`config.mk`:
```
export PLATFORM = sky130hd
export DESIGN_NAME = bwt_inverse_lf_walk_core
export DESIGN_NICKNAME = d
export VERILOG_FILES = /design/src/sv/bwtil_pkg.sv /design/src/sv/bwtil_ram.sv /design/src/sv/bwtil_count_tbl.sv /design/src/sv/bwt_inverse_lf_walk_core.sv
export SDC_FILE = /design/constraint.sdc
export NUM_CORES = 2
export LEC_CHECK = 0
export BUFFER_PORTS_ARGS = -buffer_cell sky130_fd_sc_hd__buf_4
export CAP_MARGIN = 25
export CORE_ASPECT_RATIO = 0.7
export CORE_MARGIN = 4
export CORE_UTILIZATION = 30
export DETAILED_ROUTE_END_ITERATION = 16
export HOLD_SLACK_MARGIN = 0.02
export SLEW_MARGIN = 20
export SYNTH_ARGS = -nofsm -noshare
export SYNTH_HDL_FRONTEND = slang
export SYNTH_HIERARCHICAL = 1
export SYNTH_SLANG_ARGS = --single-unit
```
`constraint.sdc`:
```
create_clock -name i_clk -period 18.5 [get_ports i_clk]
set_input_delay 0 -clock i_clk [delete_from_list [all_inputs] [get_ports i_clk]]
set_output_delay 0 -clock i_clk [all_outputs]
set_load 0.01 [all_outputs]
```
`src/sv/bwtil_pkg.sv`:
```
// shared constants and types for the inverse bwt last-to-first walk core
package bwtil_pkg;

    // default sizes
    localparam int MAX_LEN_DEF  = 64;
    localparam int ALPHABET_DEF = 128;

    // fixed field widths
    localparam int SYM_W     = 7;
    localparam int POS_OUT_W = 6;

    // terminator symbol '$'
    localparam logic [SYM_W-1:0] TERMINATOR = 7'd36;

    // error codes on the final result
    typedef enum logic [1:0] {
        ERR_OK       = 2'd0,
        ERR_NO_TERM  = 2'd1,
        ERR_OVERFLOW = 2'd2
    } t_err;

    // controller states
    typedef enum logic [2:0] {
        S_IDLE,
        S_LOAD,
        S_SUM,
        S_WALK_CHK,
        S_WALK_ROW
    } t_state;

endpackage

```
`src/sv/bwtil_ram.sv`:
```
// generic single-clock ram, one write port and one registered read port
module bwtil_ram #(
    parameter  int WIDTH = 8,
    parameter  int DEPTH = 64,
    localparam int AW    = (DEPTH > 1) ? $clog2(DEPTH) : 1
) (
    input  logic             i_clk,
    input  logic             i_wr_en,
    input  logic [AW-1:0]    i_wr_addr,
    input  logic [WIDTH-1:0] i_wr_data,
    input  logic             i_rd_en,
    input  logic [AW-1:0]    i_rd_addr,
    output logic [WIDTH-1:0] o_rd_data
);

    logic [WIDTH-1:0] mem [DEPTH];
    logic [WIDTH-1:0] r_rd_data;

    // write port
    always_ff @(posedge i_clk) begin
        if (i_wr_en) begin
            mem[i_wr_addr] <= i_wr_data;
        end
    end

    // registered read port
    always_ff @(posedge i_clk) begin
        if (i_rd_en) begin
            r_rd_data <= mem[i_rd_addr];
        end
    end

    assign o_rd_data = r_rd_data;

endmodule

```
`src/sv/bwtil_count_tbl.sv`:
```
// per-code count table: ram plus valid bits, an unwritten entry reads as zero
module bwtil_count_tbl #(
    parameter  int ALPHABET = 128,
    parameter  int CW       = 7,
    localparam int CAW      = (ALPHABET > 1) ? $clog2(ALPHABET) : 1
) (
    input  logic           i_clk,
    input  logic           i_rst_n,
    input  logic           i_rd_en,
    input  logic [CAW-1:0] i_rd_addr,
    input  logic           i_wr_en,
    input  logic [CAW-1:0] i_wr_addr,
    input  logic [CW-1:0]  i_wr_data,
    input  logic           i_clr,
    output logic [CW-1:0]  o_rd_data
);

    logic [ALPHABET-1:0] r_valid;
    logic                r_rd_vld;
    logic [CW-1:0]       ram_q;

    bwtil_ram #(
        .WIDTH (CW),
        .DEPTH (ALPHABET)
    ) u_ram (
        .i_clk     (i_clk),
        .i_wr_en   (i_wr_en),
        .i_wr_addr (i_wr_addr),
        .i_wr_data (i_wr_data),
        .i_rd_en   (i_rd_en),
        .i_rd_addr (i_rd_addr),
        .o_rd_data (ram_q)
    );

    // valid bits, cleared all at once
    always_ff @(posedge i_clk) begin
        if (!i_rst_n) begin
            r_valid <= '0;
        end else if (i_clr) begin
            r_valid <= '0;
        end else if (i_wr_en) begin
            r_valid[i_wr_addr] <= 1'b1;
        end
    end

    // valid bit follows the read data
    always_ff @(posedge i_clk) begin
        if (!i_rst_n) begin
            r_rd_vld <= 1'b0;
        end else if (i_rd_en) begin
            r_rd_vld <= r_valid[i_rd_addr];
        end
    end

    assign o_rd_data = r_rd_vld ? ram_q : '0;

endmodule

```
`src/sv/bwt_inverse_lf_walk_core.sv`:
```
// inverse burrows-wheeler transform core: load, prefix sum, last-to-first walk
//
//   channel   dir   handshake              payload
//   --------  ----  ---------------------  -------------------------------------------
//   command   in    start, busy            i_symbol, i_last_symbol
//   result    out   o_text_valid (strobe)  o_text_symbol, o_text_position,
//                                          o_end_of_text, o_error_code
//
// a symbol goes through a count table read, then count and store write-back.
// after the last symbol the prefix sum sweeps the count table, then the walk emits its
// results, each one after a store read and a count read.
// an overflowed string gives its single error result in the cycle after the last transfer.
// reset is synchronous; it empties the load state and clears all count valid bits.
// results are strobed for one cycle and cannot be held off.
module bwt_inverse_lf_walk_core #(
    parameter int MAX_LEN  = bwtil_pkg::MAX_LEN_DEF,
    parameter int ALPHABET = bwtil_pkg::ALPHABET_DEF
) (
    input  logic                          i_clk,
    input  logic                          i_rst_n,
    input  logic                          start,
    output logic                          busy,
    input  logic [bwtil_pkg::SYM_W-1:0]   i_symbol,
    input  logic                          i_last_symbol,
    output logic                          o_text_valid,
    output logic [bwtil_pkg::SYM_W-1:0]   o_text_symbol,
    output logic [bwtil_pkg::POS_OUT_W-1:0] o_text_position,
    output logic                          o_end_of_text,
    output logic [1:0]                    o_error_code
);

    import bwtil_pkg::*;

    localparam int CAW   = (ALPHABET > 1) ? $clog2(ALPHABET) : 1;
    localparam int PW    = $clog2(MAX_LEN);
    localparam int CW    = $clog2(MAX_LEN + 1);
    localparam int RW    = CW + 1;
    localparam int EW    = SYM_W + PW;
    localparam int RED_W = 15;

    t_state               r_state, n_state;
    logic [CW-1:0]        r_len, n_len;
    logic                 r_ovf, n_ovf;
    logic [SYM_W-1:0]     r_sym, n_sym;
    logic                 r_last, n_last;
    logic [CAW:0]         r_c, n_c;
    logic [CW-1:0]        r_acc, n_acc;
    logic [SYM_W-1:0]     r_pend_sym, n_pend_sym;
    logic [PW-1:0]        r_pos, n_pos;
    logic [PW-1:0]        r_rank, n_rank;
    logic                 r_o_valid, n_o_valid;
    logic [SYM_W-1:0]     r_o_sym, n_o_sym;
    logic [POS_OUT_W-1:0] r_o_pos, n_o_pos;
    logic                 r_o_end, n_o_end;
    t_err                 r_o_err, n_o_err;

    logic [SYM_W-1:0]     sym_red;
    logic [RED_W-1:0]     red_v;

    logic                 cnt_rd_en, cnt_wr_en, cnt_clr;
    logic [CAW-1:0]       cnt_rd_addr, cnt_wr_addr;
    logic [CW-1:0]        cnt_wr_data, cnt_q;
    logic                 st_rd_en, st_wr_en;
    logic [PW-1:0]        st_rd_addr, st_wr_addr;
    logic [EW-1:0]        st_wr_data, st_q;
    logic [SYM_W-1:0]     st_sym;
    logic [PW-1:0]        st_rank;
    logic [RW-1:0]        row;

    // symbol reduced into the alphabet, restoring steps over the 7-bit code
    always_comb begin
        red_v = RED_W'(i_symbol);
        for (int k = SYM_W - 1; k >= 0; k--) begin
            if (red_v >= (RED_W'(ALPHABET) << k)) begin
                red_v = red_v - (RED_W'(ALPHABET) << k);
            end
        end
        sym_red = SYM_W'(red_v);
    end

    // per-code counts, later overwritten by the smaller-symbol totals
    bwtil_count_tbl #(
        .ALPHABET (ALPHABET),
        .CW       (CW)
    ) u_count_tbl (
        .i_clk     (i_clk),
        .i_rst_n   (i_rst_n),
        .i_rd_en   (cnt_rd_en),
        .i_rd_addr (cnt_rd_addr),
        .i_wr_en   (cnt_wr_en),
        .i_wr_addr (cnt_wr_addr),
        .i_wr_data (cnt_wr_data),
        .i_clr     (cnt_clr),
        .o_rd_data (cnt_q)
    );

    // symbol and rank store
    bwtil_ram #(
        .WIDTH (EW),
        .DEPTH (MAX_LEN)
    ) u_store (
        .i_clk     (i_clk),
        .i_wr_en   (st_wr_en),
        .i_wr_addr (st_wr_addr),
        .i_wr_data (st_wr_data),
        .i_rd_en   (st_rd_en),
        .i_rd_addr (st_rd_addr),
        .o_rd_data (st_q)
    );

    assign st_sym  = st_q[EW-1:PW];
    assign st_rank = st_q[PW-1:0];

    // state and control registers
    always_ff @(posedge i_clk) begin
        if (!i_rst_n) begin
            r_state   <= S_IDLE;
            r_len     <= '0;
            r_ovf     <= 1'b0;
            r_o_valid <= 1'b0;
        end else begin
            r_state   <= n_state;
            r_len     <= n_len;
            r_ovf     <= n_ovf;
            r_o_valid <= n_o_valid;
        end
    end

    // payload registers
    always_ff @(posedge i_clk) begin
        r_sym      <= n_sym;
        r_last     <= n_last;
        r_c        <= n_c;
        r_acc      <= n_acc;
        r_pend_sym <= n_pend_sym;
        r_pos      <= n_pos;
        r_rank     <= n_rank;
        r_o_sym    <= n_o_sym;
        r_o_pos    <= n_o_pos;
        r_o_end    <= n_o_end;
        r_o_err    <= n_o_err;
    end

    // next state, memory control and result
    always_comb begin
        n_state     = r_state;
        n_len       = r_len;
        n_ovf       = r_ovf;
        n_sym       = r_sym;
        n_last      = r_last;
        n_c         = r_c;
        n_acc       = r_acc;
        n_pend_sym  = r_pend_sym;
        n_pos       = r_pos;
        n_rank      = r_rank;
        n_o_valid   = 1'b0;
        n_o_sym     = r_o_sym;
        n_o_pos     = r_o_pos;
        n_o_end     = r_o_end;
        n_o_err     = r_o_err;
        cnt_rd_en   = 1'b0;
        cnt_rd_addr = '0;
        cnt_wr_en   = 1'b0;
        cnt_wr_addr = '0;
        cnt_wr_data = '0;
        cnt_clr     = 1'b0;
        st_rd_en    = 1'b0;
        st_rd_addr  = '0;
        st_wr_en    = 1'b0;
        st_wr_addr  = '0;
        st_wr_data  = '0;
        row         = '0;

        case (r_state)
            S_IDLE: begin
                if (start) begin
                    if (r_len < CW'(MAX_LEN)) begin
                        // fetch the running count of this code
                        cnt_rd_en   = 1'b1;
                        cnt_rd_addr = CAW'(sym_red);
                        n_sym       = sym_red;
                        n_last      = i_last_symbol;
                        n_state     = S_LOAD;
                    end else if (i_last_symbol) begin
                        // store full: single error result and reload
                        n_o_valid = 1'b1;
                        n_o_sym   = '0;
                        n_o_pos   = '0;
                        n_o_end   = 1'b1;
                        n_o_err   = ERR_OVERFLOW;
                        cnt_clr   = 1'b1;
                        n_len     = '0;
                        n_ovf     = 1'b0;
                    end else begin
                        n_ovf = 1'b1;
                    end
                end
            end

            S_LOAD: begin
                // bump the count, store symbol with its rank
                cnt_wr_en   = 1'b1;
                cnt_wr_addr = CAW'(r_sym);
                cnt_wr_data = cnt_q + CW'(1);
                st_wr_en    = 1'b1;
                st_wr_addr  = r_len[PW-1:0];
                st_wr_data  = {r_sym, PW'(cnt_q)};
                n_len       = r_len + CW'(1);
                if (r_last) begin
                    n_c     = '0;
                    n_acc   = '0;
                    n_state = S_SUM;
                end else begin
                    n_state = S_IDLE;
                end
            end

            S_SUM: begin
                // read code c, write the running total of code c-1
                if (r_c < (CAW+1)'(ALPHABET)) begin
                    cnt_rd_en   = 1'b1;
                    cnt_rd_addr = CAW'(r_c);
                end
                if (r_c != '0) begin
                    cnt_wr_en   = 1'b1;
                    cnt_wr_addr = CAW'(r_c - (CAW+1)'(1));
                    cnt_wr_data = r_acc;
                    n_acc       = r_acc + cnt_q;
                end
                n_c = r_c + (CAW+1)'(1);
                if (r_c == (CAW+1)'(ALPHABET)) begin
                    // start the walk at row 0 with the terminator pending
                    st_rd_en   = 1'b1;
                    st_rd_addr = '0;
                    n_pend_sym = TERMINATOR;
                    n_pos      = PW'(r_len - CW'(1));
                    n_state    = S_WALK_CHK;
                end
            end

            S_WALK_CHK: begin
                // emit the pending symbol, its end flag now known
                n_o_valid = 1'b1;
                n_o_sym   = r_pend_sym;
                n_o_pos   = POS_OUT_W'(r_pos);
                n_o_end   = 1'b0;
                n_o_err   = ERR_OK;
                if (st_sym == TERMINATOR || r_pos == '0) begin
                    n_o_end = 1'b1;
                    n_o_err = (st_sym == TERMINATOR) ? ERR_OK : ERR_NO_TERM;
                    cnt_clr = 1'b1;
                    n_len   = '0;
                    n_ovf   = 1'b0;
                    n_state = S_IDLE;
                end else begin
                    n_pend_sym  = st_sym;
                    n_pos       = r_pos - PW'(1);
                    n_rank      = st_rank;
                    cnt_rd_en   = 1'b1;
                    cnt_rd_addr = CAW'(st_sym);
                    n_state     = S_WALK_ROW;
                end
            end

            S_WALK_ROW: begin
                // next row from smaller-symbol total plus rank
                row = RW'(cnt_q) + RW'(r_rank);
                if (row >= RW'(r_len)) begin
                    row = '0;
                end
                st_rd_en   = 1'b1;
                st_rd_addr = PW'(row);
                n_state    = S_WALK_CHK;
            end

            default: begin
                n_state = S_IDLE;
            end
        endcase
    end

    assign busy            = (r_state != S_IDLE);
    assign o_text_valid    = r_o_valid;
    assign o_text_symbol   = r_o_sym;
    assign o_text_position = r_o_pos;
    assign o_end_of_text   = r_o_end;
    assign o_error_code    = r_o_err;

    // a nonzero error code only on the final result
    a_err_final: assert property (@(posedge i_clk) disable iff (!i_rst_n)
        r_o_valid && r_o_err != ERR_OK |-> r_o_end)
        else $error("error code on a non-final result");

    // overflow result carries a zero symbol and position
    a_ovf_payload: assert property (@(posedge i_clk) disable iff (!i_rst_n)
        r_o_valid && r_o_err == ERR_OVERFLOW |-> r_o_sym == '0 && r_o_pos == '0)
        else $error("overflow result payload not zero");

    // walk results are never back to back
    a_walk_gap: assert property (@(posedge i_clk) disable iff (!i_rst_n)
        r_o_valid && !r_o_end |=> !r_o_valid)
        else $error("back-to-back walk results");

    // the final result comes with the load state emptied
    a_final_clear: assert property (@(posedge i_clk) disable iff (!i_rst_n)
        r_o_valid && r_o_end |-> r_len == '0 && r_state == S_IDLE && !r_ovf)
        else $error("load state not cleared at end of run");

    // loaded length never passes the store depth
    a_len_bound: assert property (@(posedge i_clk) disable iff (!i_rst_n)
        r_len <= CW'(MAX_LEN))
        else $error("loaded length beyond store");

endmodule
```
==> flow_summary.json <==
{
  "status": "completed",
  "finalSetupTns_ns": 0,
  "rows": 154,
  "path_clk_slew_ns": 0.06,
  "p_per_area_mw_per_mm2": 103.1,
  "end_kind": "flop",
  "cap_viol_max_count": 0,
  "grtUsageMet3_pct": 3.489,
  "slew_viol_final": 0,
  "numCtsBuffers": 188,
  "start_util_pct": 30.30,
  "grt_max_degree": 139,
  "ys_types": 69,
  "ys_seq_elements": 1946,
  "finalSetupViolations": 0,
  "io_buffers": 28,
  "hp-start": "i_rst_n",
  "die_h_um": 430.9,
  "cts-resized-gates": 0,
  "vdd_ir_drop_max_uv": 69.47,
  "fin_ws_ns": 10.88,
  "synthCells": 3826,
  "synth_common_cells": "edfxtp_1, mux4_2, nor2_1",
  "postRouteAntennaNets": 0,
  "postSynthAreaPerCell_um2": 20.04,
  "dp_hpwl_um": 110600,
  "via_per_inst": 5.165,
  "critPathMaxFanout": 40,
  "synth.most_common_cell": "edfxtp_1",
  "yosysWarnings": 6,
  "final-hold-violation-count": 0,
  "die_w_um": 612.2,
  "critPathKind": "reg -> reg",
  "grt_pass1_wl_um": 272500,
  "vias": 38560,
  "final_layout_size_suffix_gt1_share_pct": 25.72,
  "rsz0062_at_grt": "false",
  "worst_pin_slew_ns": 1.227,
  "r2r-start": "u_count_tbl/r_rd_vld$_SDFFE_PN0P_",
  "grt_use_total_pct": 13.93,
  "layout-area-overhead-vs-synth_pct": 14.35,
  "async_flop_share_pct": 0,
  "skew_ns": 0.07106,
  "post-route-min-period_ns": 7.619,
  "clockBufferDepth": 4,
  "min_path_cells": 3,
  "slowest_stage": "nor2b_4",
  "fin_nets": 4014,
  "required_ns": 19.11,
  "grt_pass1_vias": 37770,
  "cts_sinks": 1946,
  "fillCellCount": 23390,
  "final.period_utilization_pct": 41.18,
  "leakage_uw": 0.02700,
  "drtIter0Drc": 4820,
  "grt_overflow_total": 0,
  "critical_path.cell_chain": "and2_1, ha_1, fa_1, a21o_1, a21oi_1, o21bai_1, a21oi_1, xnor2_1, ha_1, o2111a_1, a221oi_1, o21ai_0, nor2b_4, buf_4, buf_4, nor2b_1, a22oi_1, o221ai_1, o31ai_1",
  "clock_latency_ns": 0.85,
  "routed_wl_um": 188100,
  "place_congestion": 0.8436,
  "r2r_slack_ns": 10.88,
  "synthFlopType": "edfxtp_1",
  "min_path_type": "in -> reg",
  "yosysTopAreaCellShare_pct": 70.74,
  "multi_input_area_mm2": 0.01880,
  "core_mm2": 0.2530,
  "min_to": "o_text_valid$_SDFF_PN0_",
  "cts_setup_buffers": 0,
  "ys_seq_area_share_pct": 74.39,
  "synth_top_area_cell": "edfxtp_1",
  "critPathTopFamily": "compound AO/OA/AOI/OAI gates",
  "synth_edf_count": 1806,
  "slew_headroom_pct": 18.18,
  "num_io_pins": 29,
  "cp.arrival_ns": 8.23,
  "first_pass_iters": 6,
  "route.detailed.drc": 0,
  "r2r_end": "u_store/o_rd_data[6]$_DFFE_PP_",
  "wl_per_cell_um": 25.20,
  "grt_util_met2_pct": 20.08,
  "top_usage_layer": "met1",
  "seqCellArea_mm2": 0.05703,
  "critical_path.startpoint_type": "flop",
  "syn-num-nets": 3863,
  "synth_top_cells_by_area": "edfxtp_1, mux4_2, dfxtp_1",
  "max_freq_ghz": 0.1312,
  "critical_path.max_stage_delay_ns": 0.87,
  "groute.layer.met1.usage_pct": 21.17,
  "cp_num_buf_inv": 2,
  "netlist_area_mm2": 0.07666,
  "cts_root_buf": "clkbuf_16",
  "cts_tree": "built",
  "place_ws_ns": 11.11,
  "reg2reg_depth": 19,
  "grt_antenna_before_repair": 11,
  "die-area_mm2": 0.2638,
  "cts_max_level": 4
}
-- through the flow --
step	cell area, µm²	utilization (%)	hold slack, ns	std cells	power (µW)
floorplan	76660	-	0.09887	3826	5202
global placement	81140	32.07	0.1969	7096	5351
detailed placement	81280	32.13	0.1959	7106	5357
CTS	87390	34.54	0.06727	7448	9130
global route	87660	34.65	0.09759	7465	9351
finish	87670	34.65	0.1063	7466	9040
-- flip-flops by register name (all words and copies together), names as in the netlist, 3 cells and up --
name	flops
r_acc	7
u_count_tbl/u_ram/o_rd_data	7
u_store/o_rd_data	13
o_text_position	6
r_len	7
r_c	8
u_store/mem	832
r_sym	7
u_count_tbl/r_valid	128
o_text_symbol	7
r_rank	6
r_pos	6
r_pend_sym	7
r_state	3
u_count_tbl/u_ram/mem	896
-- worst max-delay path by stage --
stage | startpoint | endpoint | slack (ns) | cells past startpoint
detailed placement | u_count_tbl/r_rd_vld$_SDFFE_PN0P_ | u_store/o_rd_data[6]$_DFFE_PP_ | 11.11 | 19
global route | u_count_tbl/r_rd_vld$_SDFFE_PN0P_ | u_store/o_rd_data[6]$_DFFE_PP_ | 10.50 | 21
finish | u_count_tbl/r_rd_vld$_SDFFE_PN0P_ | u_store/o_rd_data[6]$_DFFE_PP_ | 10.88 | 19
floorplan | r_c[0]$_SDFFCE_PN0P_ | u_count_tbl/u_ram/mem[0][1]$_DFFE_PP_ | 11.14 | 6
CTS | u_count_tbl/r_rd_vld$_SDFFE_PN0P_ | u_store/o_rd_data[6]$_DFFE_PP_ | 11.07 | 19
global placement | u_count_tbl/u_ram/o_rd_data[0]$_DFFE_PP_ | u_store/o_rd_data[5]$_DFFE_PP_ | 11.20 | 20
-- worst reg2reg max path, stage by stage, from the launching register on --
cell and delay (ns):
dfxtp_1 0.37, and2_1 0.27, ha_1 0.26, fa_1 0.42, a21o_1 0.18, a21oi_1 0.23
o21bai_1 0.10, a21oi_1 0.19, xnor2_1 0.15, ha_1 0.27, o2111a_1 0.14, a221oi_1 0.57
o21ai_0 0.51, nor2b_4 0.87, buf_4 0.64, buf_4 0.77, nor2b_1 0.25, a22oi_1 0.48
o221ai_1 0.41, o31ai_1 0.35
-- cell type report --
class                           instances  share of cell area (%)
Antenna cell                            2                0.005709
Clock buffer                          228                   5.635
Clock inverter                         95                   1.120
Inverter                               34                  0.1684
Multi-Input combinational cell       1638                   21.45
Sequential cell                      1946                   65.06
Tap cell                             3354                   4.787
Timing Repair Buffer                  169                   1.774
-- per-layer routing --
metal | vias up | part of all wire, %
met5 | - | 0.0037
met4 | 2 | 2.0
met3 | 278 | 9.3
met2 | 1607 | 44
met1 | 20720 | 45
li1 | 15960 | -
-- cells in the final DEF (no fill, tap or decap), types with 16 or more instances in the layout --
cell type | netlist | routed
edfxtp_1 | 1806 | 1806
mux4_2 | 544 | 544
nor2_1 | 376 | 321
clkbuf_16 | 0 | 192
a21oi_1 | 164 | 163
dfxtp_1 | 140 | 140
buf_4 | 33 | 120
nand2_1 | 68 | 68
mux2i_1 | 54 | 54
nor2_2 | 0 | 46
clkinv_1 | 3 | 41
nor2b_1 | 41 | 40
clkbuf_1 | 110 | 36
and2_1 | 34 | 34
nand3_1 | 33 | 33
inv_1 | 31 | 26
nor3_1 | 30 | 25
o21ai_0 | 32 | 25
ha_1 | 24 | 24
clkinv_2 | 0 | 24
a211oi_1 | 23 | 23
nand2b_1 | 22 | 21
bufinv_16 | 0 | 19
dlygate4sd3_1 | 0 | 19
mux2_2 | 16 | 16
-- cell families (layout without fill, tap and decap cells) --
group,after synthesis,after routing,share of synthesized area (%)
xor+xnor,25,25,0.2856
fa+ha+maj,26,26,0.4439
other cells,0,2,0
buf+inv,242,526,1.549
simple gates,653,653,3.845
compound gates,320,320,2.561
mux,614,614,16.92
flops,1946,1946,74.39
-- power breakdown --
group / switching (µW) / internal (µW) / leakage (µW)
Combinational: 279 / 167 / 0.00586
Clock: 1620 / 2160 / 0.00289
Sequential: 7.86 / 4810 / 0.0183
-- what timing repair did --
action                     in CTS  in global routing
hold endpoints to repair       74                  0
setup endpoints to repair       0                  0
hold buffers                   19                  0
Power figures use the tool's default switching activity.
